==> src/rtl/core/btpc_pkg.sv <==
package btpc_pkg;

	// Divider geometry: dividend and divisor widths of the two long divisions.
	localparam int TEMP_NUM_W = 27;
	localparam int TEMP_DEN_W = 20;
	localparam int PRES_NUM_W = 33;
	localparam int PRES_DEN_W = 17;

	localparam int TEMP_SIDE_W = 40;
	localparam int PRES_SIDE_W = 18;

	// Register stages outside the dividers: three before, seven between, four after.
	localparam int LATENCY = 3 + TEMP_NUM_W + 7 + PRES_NUM_W + 4;

	localparam int B6_OFFSET = 4000;
	localparam int B4_BIAS   = 32768;
	localparam int B7_SCALE  = 50000;
	localparam int P_COEF_SQ = 3038;
	localparam int P_COEF_LN = 7357;
	localparam int P_COEF_K  = 3791;
	localparam int PRESS_MAX = 1048575;

	typedef enum logic [2:0] {
		REG_COEFF_A = 3'd0,
		REG_COEFF_B = 3'd1,
		REG_COEFF_C = 3'd2,
		REG_COEFF_D = 3'd3,
		REG_OSS     = 3'd4
	} cfg_reg_t;

endpackage

==> src/rtl/core/btpc_div.sv <==
// Unsigned restoring divider, one quotient bit per register stage.
module btpc_div #(
	parameter int NW = btpc_pkg::TEMP_NUM_W,
	parameter int DW = btpc_pkg::TEMP_DEN_W,
	parameter int SW = btpc_pkg::TEMP_SIDE_W
) (
	input  logic          clk,
	input  logic          arst_n,
	input  logic          in_valid,
	input  logic [NW-1:0] num,
	input  logic [DW-1:0] den,
	input  logic [SW-1:0] side_in,
	output logic          out_valid,
	output logic [NW-1:0] quo,
	output logic [SW-1:0] side_out
);

	logic          stg_valid_s [0:NW];
	logic [DW-1:0] rem_s       [0:NW];
	logic [NW-1:0] num_s       [0:NW];
	logic [DW-1:0] den_s       [0:NW];
	logic [SW-1:0] side_s      [0:NW];

	assign stg_valid_s[0] = in_valid;
	assign rem_s[0]       = '0;
	assign num_s[0]       = num;
	assign den_s[0]       = den;
	assign side_s[0]      = side_in;

	for (genvar k = 0; k < NW; k++) begin : g_stage
		logic [DW+1:0] trial;

		// The top bit of the trial subtraction is the borrow.
		assign trial = {1'b0, rem_s[k], num_s[k][NW-1]} - {2'b00, den_s[k]};

		always_ff @(posedge clk or negedge arst_n) begin
			if (!arst_n) begin
				stg_valid_s[k+1] <= 1'b0;
			end else begin
				stg_valid_s[k+1] <= stg_valid_s[k];
			end
		end

		always_ff @(posedge clk) begin
			if (!trial[DW+1]) begin
				rem_s[k+1] <= trial[DW-1:0];
				num_s[k+1] <= {num_s[k][NW-2:0], 1'b1};
			end else begin
				rem_s[k+1] <= {rem_s[k][DW-2:0], num_s[k][NW-1]};
				num_s[k+1] <= {num_s[k][NW-2:0], 1'b0};
			end
			den_s[k+1]  <= den_s[k];
			side_s[k+1] <= side_s[k];
		end
	end

	assign out_valid = stg_valid_s[NW];
	assign quo       = num_s[NW];
	assign side_out  = side_s[NW];

endmodule

==> config.mk <==
export PLATFORM = sky130hd
export DESIGN_NAME = btpc_div
export DESIGN_NICKNAME = d
export VERILOG_FILES = /design/src/rtl/core/btpc_pkg.sv /design/src/rtl/core/btpc_div.sv
export SDC_FILE = /design/constraint.sdc
export NUM_CORES = 2
export LEC_CHECK = 0
export BUFFER_PORTS_ARGS = -buffer_cell sky130_fd_sc_hd__buf_2
export CORE_UTILIZATION = 65
export CTS_CLUSTER_DIAMETER = 120
export DETAILED_ROUTE_END_ITERATION = 10
export GPL_TIMING_DRIVEN = 0
export PLACE_DENSITY = 0.88
export RECOVER_POWER = 25
export SLEW_MARGIN = 0
export SYNTH_ARGS = -nofsm -noshare
export SYNTH_HDL_FRONTEND = slang
export SYNTH_SLANG_ARGS = --single-unit
==> constraint.sdc <==
create_clock -name clk -period 8.77 [get_ports clk]
set_clock_uncertainty 0.2 [all_clocks]
set_input_delay 0.4385 -clock clk [delete_from_list [all_inputs] [get_ports clk]]
set_output_delay 0.4385 -clock clk [all_outputs]
set_load 0.03 [all_outputs]
# Yosys cells after proc, flatten, opt, wreduce, memory -nomap -nowiden
# Index checks and enable logic that the tools add are counted.
# word_totals
regBits	2876
latch_bits	0
mem_bits_rw	0
romBits	0
input_bits	90
output_inout_bits	68
elab_cells	214
memories	0
# op_classes
add_sub_neg	27
n_mul	0
div	0
order_cmp	0
eq_ne	0
shift	0
n_mux	53
n_bitwise	0
n_reduce_logical	0
# ops
op	count
21-bit by 20-bit subtractor with 22-bit output	26
20-bit two-way mux	25
1-bit two-way mux	28
1-bit by 20-bit subtractor with 21-bit output	1

# Logic depth before layout (Yosys ltp)
# depth
word_depth	2
depth_mapped	13
depth_no_buf	12

# Worst setup path after synthesis
# No wires, ideal clock.
# synth_path
path_type	register to register
start	register den_s[41] in the netlist's numbering
end	register rem_s[22] in the netlist's numbering
setup_ns	0.121
t_arrival_ns	2.753
required_time_ns	8.449
setup_slack_ns	5.695
stages_incl_launch_ff	13
path_buffers	1
synth_period_minus_slack_ns	3.075
path_cell_list	dfxtp_1 inv_1 ha_1 nor2b_1 o31ai_1 a21oi_1 a41o_1 a311o_1 nand3_1 a21boi_1 or3_4 buf_6 mux2_4
# synth_between
elab_chain_len	2
# synth_lines
element	line_no	text
start, declared	btpc_div.sv:21	logic [DW-1:0] den_s [0:NW];
start signal, assigned by index	btpc_div.sv:52	den_s[k+1] <= den_s[k];
21-bit by 20-bit subtractor with 22-bit output	btpc_div.sv:34	assign trial = {1'b0, rem_s[k], num_s[k][NW-1]} - {2'b00, den_s[k]};
20-bit two-way mux	btpc_div.sv:45	if (!trial[DW+1]) begin
end signal, assigned by index	btpc_div.sv:46	rem_s[k+1] <= trial[DW-1:0];
end signal, assigned by index	btpc_div.sv:49	rem_s[k+1] <= {rem_s[k][DW-2:0], num_s[k][NW-1]};
end, declared	btpc_div.sv:19	logic [DW-1:0] rem_s [0:NW];
# No other way between the ends.
# A chain may end at the register's enable or synchronous reset.

# Worst setup path in the final report
# layout_path
start	register den_s[341] in the netlist's numbering
end	register rem_s[331] in the netlist's numbering
# Same word-level chain as after synthesis.

==> impl_metrics.toml <==
[run]
drv.max_cap_violation_count = 0

[drt]
initialDrtViolationCount = 3548
vias = 53640
route.detailed.vias_per_inst = 5.332
wire_per_inst_um = 17.14
antenna_left = 0
drt-pass1-iter-count = 9
wirelength_mm = 172.5
drt_drc_violations_left = 0

[timing]
drv_slew = 0
post-route-period-util = 0.4697
setup_viol = 0
setup_tns_ps = 0
max_freq_mhz = 242.8
rsz0062_at_grt = "no"
timing.slew.headroom = 0.3388
final_period_minus_worst_setup_slack_ps = 4119
max_slew.worst_pin.slew_ps = 978.1
hold_violations = 0

[placement]
dp_hpwl_mm = 110.5
portBuffers = 157
finalWeightedCongestion = 0.9245

[die]
initial_utilization = 0.6551
die_area_sq_mm = 0.1380
chipHeight_um = 371.5
i_o_pin_count = 158
std_cell_core_area_sq_mm = 0.1355
dieWidth_um = 371.5
row_count = 135

[grt]
grt_overflow = 0
maximum_number_of_pins_on_one_net_before_global_route_repair = 28
grt_pass1_vias = 55640
antenna_found_initial = 3
grt_use_total = 0.2498
grt_first_pass_wirelength_mm = 277.5

[clock_tree]
clockRootBuffer = "clkbuf_16"
clkTransAtPathRegs_ps = 60
cts_made_buffers = 281
cts_htree_levels = 5
cts-resized-gates = 0
cts_tree = "done"
clock_buffer_depth = 4
clkSinkCount = 2876
postCtsSetupRepairBufs = 0
clock_latency_on_the_worst_skew_pair_ps = 910
cts.hold.buffers_added = 175

[final_layout]
antenna_cells_inserted = 0
nets = 8728
combined_area_of_the_multi_input_logic_cells_sq_mm = 0.02764
fraction_of_layout_instances_using_a_drive_strength_above_1 = 0.1140
layout.filler_cells = 8506
final_core_utilization = 0.7568
areaGrowthSynthToFinish_pct = 15.51
ff_latch_area_sq_mm = 0.05771

[synthesis]
synthXorXnorAreaFrac = 0.03651
syn-cell-area_sq_mm = 0.08875
yosysWarnings = 0
synth_mux_area_frac = 0.02928
async_reset_ff_frac = 0.009388
dominantRegCellSynth = "dfxtp_1"
synth_seq_area_share = 0.6503
netlist_instances = 7469
yosys.cell_types.count = 84
post_synth_fa_ha_maj_area_fraction = 0.07909
number_of_flops_mapped_to_enable_cells_by_yosys = 0
complex_gate_fraction_of_the_synthesized_area = 0.1047
synthesis.area_per_instance_sq_um = 11.88
postSynthRegisterBits = 2876
synthSimpleGateAreaFrac = 0.06145
largest_family_of_logic_cells_by_synthesized_area = "compound AO/OA/AOI/OAI gates"

[power]
p_leak_uw = 0.04637
ir_worst_vdd_uv = 276.9
p_per_area_mw_per_mm2 = 402.5

[worst_setup_path]
worstPathArrival_ps = 4620
timing.critical_path.fanout_max = 10
regToRegSetupSlack_ps = 4650
worstReg2RegStart = "den_s[341]$_DFF_P_"
required_ps = 9270
critical_path.endpoint_type = "register"
worst_r2r_path_depth = 12
critPathKind = "register to register"
rr_endpoint = "rem_s[331]$_DFF_P_"
worstSetupStartpointType = "register"

[status]
run_status = "complete, no violations"

[worst_hold_path]
worst_hold_startpoint = "num[7]"
hold_depth = 2
hp-class = "input port to register"
holdPathEnd = "num_s[710]$_DFF_P_"
[cell type report]
cell class                 instances  share of cell area
sequential                      2876              0.5629
multi-input combinational       3774              0.2696
clock buffer                     408             0.08064
timing repair buffer             332             0.02485
inverter                         662             0.02424
tap                             1781             0.02174
buffer                           165            0.009227
clock inverter                    63            0.006774
[stage by stage]
stage               cells  hold WS [ps]  cell area, sq um  total power (uW)  setup slack [ps]
global placement     9415         109.5             91790             28750              4705
finish              10060         72.04            102500             41270              4651
floorplan            7477        -57.09             88780             26320              5695
CTS                 10060         44.14            102500             41310              4624
detailed placement   9415         112.1             91790             29280              4701
global route        10060         26.28            102500             43610              4490
[cell usage in the layout, fill, tap and decap left out, types with 189 or more instances in the layout]
| cell type | count |
|---|---|
| mux2_2 | 189 |
| ha_1 | 521 |
| clkbuf_16 | 287 |
| nor2_1 | 369 |
| inv_1 | 662 |
| dfxtp_1 | 2849 |
| a21oi_1 | 454 |
| buf_2 | 197 |
| xnor2_1 | 210 |
| nand2_1 | 304 |
| o21ai_0 | 349 |
[report_power, final]
group | internal, uW | total, uW | switching (uW)
clock | 6900 | 11600 | 4740
sequential | 15600 | 16800 | 1200
combinational | 5710 | 12800 | 7120
[cells by family after synthesis]
kind of cell | count (synthesis)
simple gates | 1152
buf+inv | 827
fa+ha+maj | 546
flops | 2876
other cells | 1
xor+xnor | 370
mux | 228
compound gates | 1469
[routing by layer]
layer / GRT usage / wire [um] / part of all wire / up-vias
li1: - / - / - / 26300
met1: 0.2844 / 69480 / 0.40 / 25250
met2: 0.4538 / 88010 / 0.51 / 1612
met3: 0.04799 / 8534 / 0.049 / 473
met4: 0.1066 / 6436 / 0.037 / 4
met5: 0 / 23 / 0.00013 / -
[worst max-delay path, stage by stage (launching register included)]
cell	delay, ps
dfxtp_1	380
inv_1	60
ha_1	270
nor2b_1	120
o21a_1	170
o21a_1	170
o21ai_0	160
o21ai_1	430
a31oi_1	270
o41ai_2	870
buf_2	420
buf_2	320
a21oi_1	110
[state kept, by name, summed over array words and instances, names as in the netlist]
name / flops
side_s: 1040
num_s: 702
den_s: 520
rem_s: 520
side_out: 40
quo: 27
stg_valid_s: 26
out_valid: 1
[worst max-delay path by stage]
stage	startpoint	to	slack [ps]	cells past startpoint
final	den_s[341]$_DFF_P_	rem_s[331]$_DFF_P_	4650	12
after global placement	den_s[341]$_DFF_P_	rem_s[331]$_DFF_P_	4700	12
after global routing	den_s[341]$_DFF_P_	rem_s[331]$_DFF_P_	4490	12
after detailed placement	den_s[341]$_DFF_P_	rem_s[331]$_DFF_P_	4700	12
after floorplan	den_s[41]$_DFF_P_	rem_s[22]$_DFF_P_	5700	12
after CTS	den_s[341]$_DFF_P_	rem_s[331]$_DFF_P_	4620	12
[synth_stat cells, types with 23 or more instances]
| cell | n | area share |
|---|---|---|
| a31oi_1 | 46 | 0.0032 |
| nand4_1 | 31 | 0.0022 |
| mux2_2 | 189 | 0.024 |
| buf_4 | 67 | 0.0057 |
| ha_1 | 521 | 0.073 |
| nand2b_1 | 84 | 0.0059 |
| dfxtp_1 | 2849 | 0.64 |
| dfrtp_1 | 27 | 0.0076 |
| o21a_1 | 93 | 0.0079 |
| nand2_1 | 304 | 0.013 |
| fa_1 | 25 | 0.0056 |
| buf_2 | 40 | 0.0023 |
| o21ai_0 | 349 | 0.020 |
| nor2_1 | 369 | 0.016 |
| xnor2_1 | 210 | 0.021 |
| nor3_1 | 71 | 0.0040 |
| a21oi_1 | 454 | 0.026 |
| nor2b_1 | 94 | 0.0066 |
| a21boi_0 | 25 | 0.0021 |
| xor2_1 | 160 | 0.016 |
| a21o_1 | 127 | 0.011 |
| nand3_1 | 57 | 0.0032 |
| inv_1 | 662 | 0.028 |
| clkbuf_1 | 50 | 0.0021 |
| mux2i_1 | 23 | 0.0026 |
| o31ai_1 | 48 | 0.0041 |
| and3_1 | 49 | 0.0035 |
| o21bai_1 | 42 | 0.0036 |
| a211oi_1 | 52 | 0.0044 |
(Power assumes the default switching activity.)
